File: src/hw/rtl/rbwn_pkg.sv
// Shared constants and types for the raw black/white normalize block.
`default_nettype none

package rbwn_pkg;

   localparam int COUNT_BITS     = 16;
   localparam int CSR_DATA_BITS  = 32;
   localparam int CSR_INDEX_BITS = 3;
   localparam int LEVEL_BITS     = 20;
   localparam int QUO_BITS       = LEVEL_BITS + 1;

   localparam logic [COUNT_BITS-1:0] COUNT_MAX = 16'hFFFF;

   localparam logic [QUO_BITS-1:0]   POS_LIMIT = 21'd524287;
   localparam logic [QUO_BITS-1:0]   NEG_LIMIT = 21'd524288;

   localparam logic [LEVEL_BITS-1:0] LEVEL_MAX_CODE = 20'h7FFFF;
   localparam logic [LEVEL_BITS-1:0] LEVEL_MIN_CODE = 20'h80000;

   typedef enum logic [CSR_INDEX_BITS-1:0] {
      CSR_BLACK_EVEN  = 3'd0,
      CSR_BLACK_ODD   = 3'd1,
      CSR_WHITE_LEVEL = 3'd2,
      CSR_CROP_LEFT   = 3'd3,
      CSR_CROP_TOP    = 3'd4,
      CSR_OUT_WIDTH   = 3'd5,
      CSR_OUT_HEIGHT  = 3'd6
   } csr_index_type;

   typedef struct packed {
      logic neg;
      logic empty;
      logic over;
      logic line_done;
      logic frame_done;
   } ctl_type;

endpackage

`default_nettype wire

File: src/hw/rtl/rbwn_channels.sv
// Request and response channel interfaces of the raw black/white normalize block.
`default_nettype none

interface rbwn_req_if;
   logic        valid;
   logic        ready;
   logic [15:0] sample;
   logic        start_of_frame;
   logic        end_of_line;

   modport source (output valid, output sample, output start_of_frame,
                   output end_of_line, input ready);
   modport sink   (input valid, input sample, input start_of_frame,
                   input end_of_line, output ready);
endinterface

interface rbwn_rsp_if;
   logic               valid;
   logic               ready;
   logic signed [19:0] level;
   logic               out_of_range;
   logic               line_done;
   logic               frame_done;

   modport source (output valid, output level, output out_of_range,
                   output line_done, output frame_done, input ready);
   modport sink   (input valid, input level, input out_of_range,
                   input line_done, input frame_done, output ready);
endinterface

`default_nettype wire

File: src/hw/rtl/rbwn_front.sv
// Front stage: registers, raster counters, crop window, black pick, numerator setup.
`default_nettype none

module rbwn_front
   import rbwn_pkg::*;
#(
   parameter int SAMPLE_BITS   = 16,
   parameter int FRACTION_BITS = 16
) (
   input  wire logic                      clock,
   input  wire logic                      reset,
   input  wire logic                      csr_write_enable,
   input  wire logic [CSR_INDEX_BITS-1:0] csr_index,
   input  wire logic [CSR_DATA_BITS-1:0]  csr_write_data,
   input  wire logic                      accept,
   input  wire logic                      advance,
   input  wire logic [15:0]               sample,
   input  wire logic                      start_of_frame,
   input  wire logic                      end_of_line,
   output logic                           valid_o,
   output ctl_type                        ctl_o,
   output logic [SAMPLE_BITS-1:0]         den_o,
   output logic [SAMPLE_BITS-1:0]         rem_o,
   output logic [QUO_BITS-1:0]            bits_o
);

   localparam int MAG_BITS = SAMPLE_BITS + FRACTION_BITS;
   localparam int NUM_BITS = (MAG_BITS + 1 > QUO_BITS + SAMPLE_BITS) ?
                             MAG_BITS + 1 : QUO_BITS + SAMPLE_BITS;
   localparam int TOP_BITS = NUM_BITS - QUO_BITS;

   logic [31:0]           black_even_ff, black_odd_ff;
   logic [15:0]           white_ff, crop_left_ff, crop_top_ff, out_width_ff, out_height_ff;
   logic [COUNT_BITS-1:0] column_ff, column_in, row_ff, row_in;

   logic [COUNT_BITS-1:0]  r, c, width_last, height_last;
   logic                   kept, line_end, frame_end;
   logic [31:0]            word;
   logic [15:0]            half;
   logic [SAMPLE_BITS-1:0] s, b, w, diff, den;
   logic                   neg, empty, over;
   logic [NUM_BITS-1:0]    mag, adj, num;
   logic [TOP_BITS-1:0]    rem0;

   logic                   valid_ff;
   ctl_type                ctl_ff;
   logic [SAMPLE_BITS-1:0] den_ff, rem_ff;
   logic [QUO_BITS-1:0]    bits_ff;

   always_ff @(posedge clock) begin
      if (reset) begin
         black_even_ff <= '0;
         black_odd_ff  <= '0;
         white_ff      <= 16'hFFFF;
         crop_left_ff  <= '0;
         crop_top_ff   <= '0;
         out_width_ff  <= 16'hFFFF;
         out_height_ff <= 16'hFFFF;
      end else if (csr_write_enable) begin
         unique case (csr_index_type'(csr_index))
            CSR_BLACK_EVEN:  black_even_ff <= csr_write_data;
            CSR_BLACK_ODD:   black_odd_ff  <= csr_write_data;
            CSR_WHITE_LEVEL: white_ff      <= csr_write_data[15:0];
            CSR_CROP_LEFT:   crop_left_ff  <= csr_write_data[15:0];
            CSR_CROP_TOP:    crop_top_ff   <= csr_write_data[15:0];
            CSR_OUT_WIDTH:   out_width_ff  <= csr_write_data[15:0];
            CSR_OUT_HEIGHT:  out_height_ff <= csr_write_data[15:0];
            default: ;
         endcase
      end
   end

   always_comb begin
      r = start_of_frame ? '0 : row_ff;
      c = start_of_frame ? '0 : column_ff;

      width_last  = out_width_ff - 1'b1;
      height_last = out_height_ff - 1'b1;
      kept = (r >= crop_top_ff) && ((r - crop_top_ff) < out_height_ff) &&
             (c >= crop_left_ff) && ((c - crop_left_ff) < out_width_ff);
      line_end  = end_of_line || ((c - crop_left_ff) == width_last);
      frame_end = line_end && ((r - crop_top_ff) == height_last);

      word = r[0] ? black_odd_ff : black_even_ff;
      half = c[0] ? word[31:16] : word[15:0];
      b = half[SAMPLE_BITS-1:0];
      s = sample[SAMPLE_BITS-1:0];
      w = white_ff[SAMPLE_BITS-1:0];

      empty = (w <= b);
      neg   = (s < b);
      diff  = neg ? (b - s) : (s - b);
      den   = w - b;

      mag  = NUM_BITS'(diff) << FRACTION_BITS;
      adj  = neg ? NUM_BITS'(den - 1'b1) : '0;
      num  = mag + adj;
      rem0 = num[NUM_BITS-1:QUO_BITS];
      over = (rem0 >= TOP_BITS'(den));

      column_in = column_ff;
      row_in    = row_ff;
      if (accept) begin
         if (end_of_line) begin
            column_in = '0;
            row_in    = (r < COUNT_MAX) ? r + 1'b1 : r;
         end else begin
            column_in = (c < COUNT_MAX) ? c + 1'b1 : c;
            row_in    = r;
         end
      end
   end

   always_ff @(posedge clock) begin
      if (reset) begin
         column_ff <= '0;
         row_ff    <= '0;
         valid_ff  <= 1'b0;
      end else begin
         column_ff <= column_in;
         row_ff    <= row_in;
         if (advance) begin
            valid_ff <= accept && kept;
         end
      end
   end

   always_ff @(posedge clock) begin
      if (advance) begin
         ctl_ff.neg        <= neg;
         ctl_ff.empty      <= empty;
         ctl_ff.over       <= over;
         ctl_ff.line_done  <= line_end;
         ctl_ff.frame_done <= frame_end;
         den_ff            <= den;
         rem_ff            <= rem0[SAMPLE_BITS-1:0];
         bits_ff           <= num[QUO_BITS-1:0];
      end
   end

   assign valid_o = valid_ff;
   assign ctl_o   = ctl_ff;
   assign den_o   = den_ff;
   assign rem_o   = rem_ff;
   assign bits_o  = bits_ff;

endmodule

`default_nettype wire

File: src/hw/rtl/rbwn_cell.sv
// Divider cell: one restoring step, produces one quotient bit per stage.
`default_nettype none

module rbwn_cell
   import rbwn_pkg::*;
#(
   parameter int SAMPLE_BITS = 16
) (
   input  wire logic                   clock,
   input  wire logic                   reset,
   input  wire logic                   advance,
   input  wire logic                   valid_i,
   input  wire ctl_type                ctl_i,
   input  wire logic [SAMPLE_BITS-1:0] den_i,
   input  wire logic [SAMPLE_BITS-1:0] rem_i,
   input  wire logic [QUO_BITS-1:0]    bits_i,
   output logic                        valid_o,
   output ctl_type                     ctl_o,
   output logic [SAMPLE_BITS-1:0]      den_o,
   output logic [SAMPLE_BITS-1:0]      rem_o,
   output logic [QUO_BITS-1:0]         bits_o
);

   logic [SAMPLE_BITS:0]   t, t_sub;
   logic                   ge;
   logic [SAMPLE_BITS-1:0] rem_in;
   logic [QUO_BITS-1:0]    bits_in;

   logic                   valid_ff;
   ctl_type                ctl_ff;
   logic [SAMPLE_BITS-1:0] den_ff, rem_ff;
   logic [QUO_BITS-1:0]    bits_ff;

   always_comb begin
      t       = {rem_i, bits_i[QUO_BITS-1]};
      t_sub   = t - {1'b0, den_i};
      ge      = (t >= {1'b0, den_i});
      rem_in  = ge ? t_sub[SAMPLE_BITS-1:0] : t[SAMPLE_BITS-1:0];
      bits_in = {bits_i[QUO_BITS-2:0], ge};
   end

   always_ff @(posedge clock) begin
      if (reset) begin
         valid_ff <= 1'b0;
      end else if (advance) begin
         valid_ff <= valid_i;
      end
   end

   always_ff @(posedge clock) begin
      if (advance) begin
         ctl_ff  <= ctl_i;
         den_ff  <= den_i;
         rem_ff  <= rem_in;
         bits_ff <= bits_in;
      end
   end

   assign valid_o = valid_ff;
   assign ctl_o   = ctl_ff;
   assign den_o   = den_ff;
   assign rem_o   = rem_ff;
   assign bits_o  = bits_ff;

endmodule

`default_nettype wire

File: src/hw/rtl/rbwn_finish.sv
// Output stage: sign, saturation and empty-range handling into the response register.
`default_nettype none

module rbwn_finish
   import rbwn_pkg::*;
(
   input  wire logic                  clock,
   input  wire logic                  reset,
   input  wire logic                  advance,
   input  wire logic                  valid_i,
   input  wire ctl_type               ctl_i,
   input  wire logic [QUO_BITS-1:0]   quo_i,
   output logic                       valid_o,
   output logic [LEVEL_BITS-1:0]      level_o,
   output logic                       flag_o,
   output logic                       line_done_o,
   output logic                       frame_done_o
);

   logic [QUO_BITS-1:0]   quo_neg;
   logic                  sat;
   logic [LEVEL_BITS-1:0] level_in;
   logic                  flag_in;

   logic                  valid_ff;
   logic [LEVEL_BITS-1:0] level_ff;
   logic                  flag_ff, line_ff, frame_ff;

   always_comb begin
      quo_neg = '0 - quo_i;
      if (ctl_i.empty) begin
         sat      = 1'b0;
         level_in = '0;
         flag_in  = 1'b1;
      end else if (ctl_i.neg) begin
         sat      = ctl_i.over || (quo_i > NEG_LIMIT);
         level_in = sat ? LEVEL_MIN_CODE : quo_neg[LEVEL_BITS-1:0];
         flag_in  = sat;
      end else begin
         sat      = ctl_i.over || (quo_i > POS_LIMIT);
         level_in = sat ? LEVEL_MAX_CODE : quo_i[LEVEL_BITS-1:0];
         flag_in  = sat;
      end
   end

   always_ff @(posedge clock) begin
      if (reset) begin
         valid_ff <= 1'b0;
      end else if (advance) begin
         valid_ff <= valid_i;
      end
   end

   always_ff @(posedge clock) begin
      if (advance) begin
         level_ff <= level_in;
         flag_ff  <= flag_in;
         line_ff  <= ctl_i.line_done;
         frame_ff <= ctl_i.frame_done;
      end
   end

   assign valid_o      = valid_ff;
   assign level_o      = level_ff;
   assign flag_o       = flag_ff;
   assign line_done_o  = line_ff;
   assign frame_done_o = frame_ff;

endmodule

`default_nettype wire

File: src/hw/rtl/raw_black_white_normalize.sv
// Top level: raw Bayer black level / white point normalization with crop window.
//
//   channel   direction  handshake      payload
//   req_chan  in         valid/ready    sample, start_of_frame, end_of_line
//   rsp_chan  out        valid/ready    level, out_of_range, line_done, frame_done
//   csr_*     in         write enable   csr_index, csr_write_data
//
// One request per cycle is taken while the chain is not held; a kept pixel passes through
// the front stage, 21 divider cells one quotient bit each, and the output register.
// Dropped pixels produce no response. Reset loads register defaults, clears
// the counters and empties the pipeline. While a response waits on rsp_chan
// the whole chain holds and req_chan.ready is low.
`default_nettype none

module raw_black_white_normalize
   import rbwn_pkg::*;
#(
   parameter int SAMPLE_BITS   = 16,
   parameter int FRACTION_BITS = 16
) (
   input  wire logic                      clock,
   input  wire logic                      reset,
   rbwn_req_if.sink                       req_chan,
   rbwn_rsp_if.source                     rsp_chan,
   input  wire logic                      csr_write_enable,
   input  wire logic [CSR_INDEX_BITS-1:0] csr_index,
   input  wire logic [CSR_DATA_BITS-1:0]  csr_write_data
);

   logic                   advance, accept, rsp_valid;
   logic [LEVEL_BITS-1:0]  level;

   logic                   valid_d [QUO_BITS+1];
   ctl_type                ctl_d   [QUO_BITS+1];
   logic [SAMPLE_BITS-1:0] den_d   [QUO_BITS+1];
   logic [SAMPLE_BITS-1:0] rem_d   [QUO_BITS+1];
   logic [QUO_BITS-1:0]    bits_d  [QUO_BITS+1];

   assign advance        = !rsp_valid || rsp_chan.ready;
   assign req_chan.ready = advance;
   assign accept         = req_chan.valid && advance;

   rbwn_front #(
      .SAMPLE_BITS   (SAMPLE_BITS),
      .FRACTION_BITS (FRACTION_BITS)
   ) u_front (
      .clock            (clock),
      .reset            (reset),
      .csr_write_enable (csr_write_enable),
      .csr_index        (csr_index),
      .csr_write_data   (csr_write_data),
      .accept           (accept),
      .advance          (advance),
      .sample           (req_chan.sample),
      .start_of_frame   (req_chan.start_of_frame),
      .end_of_line      (req_chan.end_of_line),
      .valid_o          (valid_d[0]),
      .ctl_o            (ctl_d[0]),
      .den_o            (den_d[0]),
      .rem_o            (rem_d[0]),
      .bits_o           (bits_d[0])
   );

   for (genvar i = 0; i < QUO_BITS; i++) begin : g_cell
      rbwn_cell #(
         .SAMPLE_BITS (SAMPLE_BITS)
      ) u_cell (
         .clock   (clock),
         .reset   (reset),
         .advance (advance),
         .valid_i (valid_d[i]),
         .ctl_i   (ctl_d[i]),
         .den_i   (den_d[i]),
         .rem_i   (rem_d[i]),
         .bits_i  (bits_d[i]),
         .valid_o (valid_d[i+1]),
         .ctl_o   (ctl_d[i+1]),
         .den_o   (den_d[i+1]),
         .rem_o   (rem_d[i+1]),
         .bits_o  (bits_d[i+1])
      );
   end

   rbwn_finish u_finish (
      .clock        (clock),
      .reset        (reset),
      .advance      (advance),
      .valid_i      (valid_d[QUO_BITS]),
      .ctl_i        (ctl_d[QUO_BITS]),
      .quo_i        (bits_d[QUO_BITS]),
      .valid_o      (rsp_valid),
      .level_o      (level),
      .flag_o       (rsp_chan.out_of_range),
      .line_done_o  (rsp_chan.line_done),
      .frame_done_o (rsp_chan.frame_done)
   );

   assign rsp_chan.valid = rsp_valid;
   assign rsp_chan.level = $signed(level);

endmodule

`default_nettype wire

File: src/flat_wrapper.sv
// flat-port wrapper written by rule: the top's interface ports become plain ports
module raw_black_white_normalize_flat import rbwn_pkg::*;
#(
   parameter int SAMPLE_BITS   = 16,
   parameter int FRACTION_BITS = 16
)
  (clock, reset, csr_write_enable, csr_index, csr_write_data, req_chan_valid, req_chan_sample, req_chan_start_of_frame, req_chan_end_of_line, req_chan_ready, rsp_chan_valid, rsp_chan_level, rsp_chan_out_of_range, rsp_chan_line_done, rsp_chan_frame_done, rsp_chan_ready);
  rbwn_req_if req_chan_i ();
  rbwn_rsp_if rsp_chan_i ();
  input  wire logic clock;
  input  wire logic reset;
  input  wire logic csr_write_enable;
  input  wire logic [CSR_INDEX_BITS-1:0] csr_index;
  input  wire logic [CSR_DATA_BITS-1:0] csr_write_data;
  input wire logic [$bits(req_chan_i.valid)-1:0] req_chan_valid;
  input wire logic [$bits(req_chan_i.sample)-1:0] req_chan_sample;
  input wire logic [$bits(req_chan_i.start_of_frame)-1:0] req_chan_start_of_frame;
  input wire logic [$bits(req_chan_i.end_of_line)-1:0] req_chan_end_of_line;
  output wire logic [$bits(req_chan_i.ready)-1:0] req_chan_ready;
  output wire logic [$bits(rsp_chan_i.valid)-1:0] rsp_chan_valid;
  output wire logic [$bits(rsp_chan_i.level)-1:0] rsp_chan_level;
  output wire logic [$bits(rsp_chan_i.out_of_range)-1:0] rsp_chan_out_of_range;
  output wire logic [$bits(rsp_chan_i.line_done)-1:0] rsp_chan_line_done;
  output wire logic [$bits(rsp_chan_i.frame_done)-1:0] rsp_chan_frame_done;
  input wire logic [$bits(rsp_chan_i.ready)-1:0] rsp_chan_ready;
  assign req_chan_i.valid = req_chan_valid;
  assign req_chan_i.sample = req_chan_sample;
  assign req_chan_i.start_of_frame = req_chan_start_of_frame;
  assign req_chan_i.end_of_line = req_chan_end_of_line;
  assign req_chan_ready = req_chan_i.ready;
  assign rsp_chan_valid = rsp_chan_i.valid;
  assign rsp_chan_level = rsp_chan_i.level;
  assign rsp_chan_out_of_range = rsp_chan_i.out_of_range;
  assign rsp_chan_line_done = rsp_chan_i.line_done;
  assign rsp_chan_frame_done = rsp_chan_i.frame_done;
  assign rsp_chan_i.ready = rsp_chan_ready;
  raw_black_white_normalize #(.SAMPLE_BITS(SAMPLE_BITS), .FRACTION_BITS(FRACTION_BITS)) u_core (.clock(clock), .reset(reset), .req_chan(req_chan_i), .rsp_chan(rsp_chan_i), .csr_write_enable(csr_write_enable), .csr_index(csr_index), .csr_write_data(csr_write_data));
endmodule
File: config.mk
export PLATFORM = sky130hd
export DESIGN_NAME = raw_black_white_normalize_flat
export DESIGN_NICKNAME = d
export VERILOG_FILES = /design/src/hw/rtl/rbwn_pkg.sv /design/src/hw/rtl/rbwn_channels.sv /design/src/hw/rtl/rbwn_front.sv /design/src/hw/rtl/rbwn_cell.sv /design/src/hw/rtl/rbwn_finish.sv /design/src/hw/rtl/raw_black_white_normalize.sv /design/src/flat_wrapper.sv
export SDC_FILE = /design/constraint.sdc
export NUM_CORES = 2
export LEC_CHECK = 0
export BUFFER_PORTS_ARGS = -buffer_cell sky130_fd_sc_hd__buf_2
export CAP_MARGIN = 40
export CORE_MARGIN = 5
export CORE_UTILIZATION = 23
export CTS_BUF_LIST = sky130_fd_sc_hd__clkbuf_4
export DETAILED_ROUTE_END_ITERATION = 8
export GPL_TIMING_DRIVEN = 1
export SYNTH_ARGS = -nofsm -noshare
export SYNTH_HDL_FRONTEND = slang
export SYNTH_SLANG_ARGS = --single-unit
File: constraint.sdc
create_clock -name clock -period 147.3 [get_ports clock]
set_input_delay 29.46 -clock clock [delete_from_list [all_inputs] [get_ports clock]]
set_output_delay 29.46 -clock clock [all_outputs]
set_load 0.01 [all_outputs]
==> metrics <==
result of the run finished, final reports clean; Max-Slew Margin vs Limit between 30 and 40%; half-perimeter wire length after detailed placement ~110000 um; number of rows in the core area roughly 210; CTS tree built; final design utilization 26.3%; most used cells in the layout excluding fill and tap cells 1267 x sky130_fd_sc_hd__edfxtp_1, 643 x sky130_fd_sc_hd__nand2_1, 638 x sky130_fd_sc_hd__inv_1; die span in x 571 um; R2R Setup Slk 137.71 ns; worst hold path type reg -> reg; Skew-Pair Late Insertion Delay between 1 and 1.5 ns; final routed wirelength across all metal layers between 100000 and 150000 um; count of cells along the worst hold path 0; leading cell type in the layout, fill and taps excluded sky130_fd_sc_hd__edfxtp_1; clock-pin slew reported for the worst setup and hold paths after clock tree synthesis 0.06 ns; num ports 83; clock sink total approximately 1500; DR WL/cell around 14 um; clk_skew 0.155 ns; Worst Reg2Reg Path Length in Cells 36; worst voltage drop across the vdd grid ~0.0077 mV; max-cap viol count 0; unique cell type count in the Yosys netlist 96; hold_buf cts 0; drt first-iter violations about 2500; Post-Syn Area per Cell between 10 and 15 um^2; via count of the first global-routing pass approximately 49000; initial core utilization 23.0%; number of buffers on the longest clock path 4; count of endpoints failing setup in the final report 0; Total Negative Setup Slacks 0 ns; maximum number of pins on one net before global-route repair 214; async set-reset flop share out of synthesis 0%; root buf cell sky130_fd_sc_hd__clkbuf_4; CP required between 100 and 150 ns; total area of sequential cells 0.0420 mm^2; gp weighted congestion ~0.9; total congestion overflow 0; timing-limited maximum frequency between 15 and 20 MHz; minimum clock period about 60 ns; area of the die around 0.33 mm^2; synth warn 0; count of flip-flops with a built-in enable after synthesis between 1000 and 1500; number of buffers created by CTS about 370; Gates resized, CTS repair 0; Worst Path Max Fanout between 100 and 150; P per Cell Area around 17 mW/mm^2; Net count, final roughly 7200; Worst Setup Start Kind input port; top_reg_cell synth sky130_fd_sc_hd__edfxtp_1; all-layer global routing usage 8.88%; via-per-instance ratio approximately 4.3; class of the most critical setup path in -> out; Static Leak 34.5 nW; Netlist Area Pre-Place around 0.072 mm^2; final critical-path share of the clock period 40.8%; fraction of final layout cells with drive strength greater than 1 between 10% and 20%; count of state elements after synthesis approximately 1500; Least-Margin Pin Slew between 1 and 1.5 ns; unrepaired setup endpoints after global routing no; via count between 40000 and 50000; Post-route DRC 0; number of levels the H-tree was split into 5; final-layout fill cell count 32500; I/O Buffers 82; number of routed nets with antenna violations 0; Syn Nets a little under 7000; number of iterations in the first detailed-routing pass 6; initial antenna violation count 14; Final Max Tran Viols 0; sequential fraction of the synthesis area between 50% and 60%; number of cells produced by synthesis 6221; number of failing hold endpoints at the final stage 0; P&R area growth vs syn 14.3%; Data arrival, critical path 30.71 ns; die boundary height roughly 570 um; area of the placeable core approximately 0.31 mm^2; global-route wire length before repair approximately 240000 um; area of the multi-input gates roughly 0.027 mm^2; post-CTS setup repair buffer count 0; critical path endpoint category output pin
==> metrics by stage <==
stage	hold WS (ns)	area [um^2]	power [mW]	worst slack, ns	std cells
CTS	0.344	82700	1.42	87.10	11000
finish	0.344	82700	1.41	87.14	11000
global placement	0.400	77800	1.05	87.11	10400
global route	0.342	82700	1.51	87.00	11000
detailed placement	0.405	78000	1.07	87.10	10400
floorplan	0.400	72300	0.957	53.89	6221
==> per-layer routing <==
metal,up-vias,GRT usage (%),routed length [um]
li1,23300,-,-
met1,22300,9.91,61000
met2,1121,15.9,74500
met3,431,2.01,7300
met4,10,4.24,6390
met5,-,0,56
==> power by group <==
group	internal, mW	total [mW]	switching [mW]	leakage, nW
Sequential	0.584	0.631	0.0475	14.9
Clock	0.179	0.341	0.162	2.77
Combinational	0.201	0.435	0.234	16.9
==> state kept, by name, indices dropped and copies added, names as in the netlist, 21 cells and up <==
register / count
u_core.g_cell.u_cell.bits_o: 441
u_core.g_cell.u_cell.ctl_o: 105
u_core.g_cell.u_cell.den_o: 320
u_core.g_cell.u_cell.rem_o: 320
u_core.g_cell.u_cell.valid_o: 21
u_core.u_front.bits_o: 21
u_core.u_front.black_even_ff: 32
u_core.u_front.black_odd_ff: 32
==> cells by family after synthesis <==
kind of cell / Yosys count / synth area share (%)
and+or+nand+nor: 1764 / 11.7
DFF: 1466 / 58.1
AOI/OAI and AO/OA: 1162 / 9.86
buffers and inverters: 778 / 4.08
adders and majority gates: 502 / 8.93
xor gates and xnor gates: 340 / 4.16
muxes: 209 / 3.16
==> worst paths after layout <==
path | start | end
worst max register to register | u_core.u_front.row_ff[0] | u_core.u_front.ctl_o[2]
worst min register to register | u_core.g_cell[17].u_cell.ctl_o[4] | u_core.g_cell[18].u_cell.ctl_o[4]
worst max-delay path | rsp_chan_ready | req_chan_ready
worst min-delay path | u_core.g_cell[17].u_cell.ctl_o[4] | u_core.g_cell[18].u_cell.ctl_o[4]
==> cell type report <==
class | count | area share (%)
Tap cell | 4160 | 6.29
Antenna cell | 8 | 0.0242
Clock inverter | 104 | 0.764
Inverter | 649 | 2.96
Sequential cell | 1466 | 50.8
Multi-Input combinational cell | 3977 | 33.1
Timing Repair Buffer | 130 | 1.19
Clock buffer | 536 | 4.86
==> cells in the mapped netlist, drive strengths merged (102+ instances only) <==
| cell type | instances | area [um^2] |
|---|---|---|
| nand2 | 643 | 2410 |
| clkbuf | 113 | 424 |
| inv | 641 | 2410 |
| mux2 | 154 | 1730 |
| a21o | 145 | 1090 |
| ha | 475 | 5940 |
| nor2 | 367 | 1380 |
| edfxtp | 1267 | 38000 |
| nand4 | 112 | 701 |
| o21ai | 225 | 1130 |
| xnor2 | 229 | 2010 |
| xor2 | 110 | 971 |
| dfxtp | 199 | 3980 |
| nor3 | 118 | 601 |
| nand3 | 102 | 510 |
| nor2b | 121 | 757 |
| a21oi | 476 | 2400 |
==> critical path: stages <==
cell	delay (ns)
sky130_fd_sc_hd__buf_2	0.08
sky130_fd_sc_hd__nor2b_2	0.04
sky130_fd_sc_hd__buf_4	0.22
sky130_fd_sc_hd__inv_8	0.48
sky130_fd_sc_hd__buf_2	0.26
Note: power is estimated with default switching activity, not from simulation.
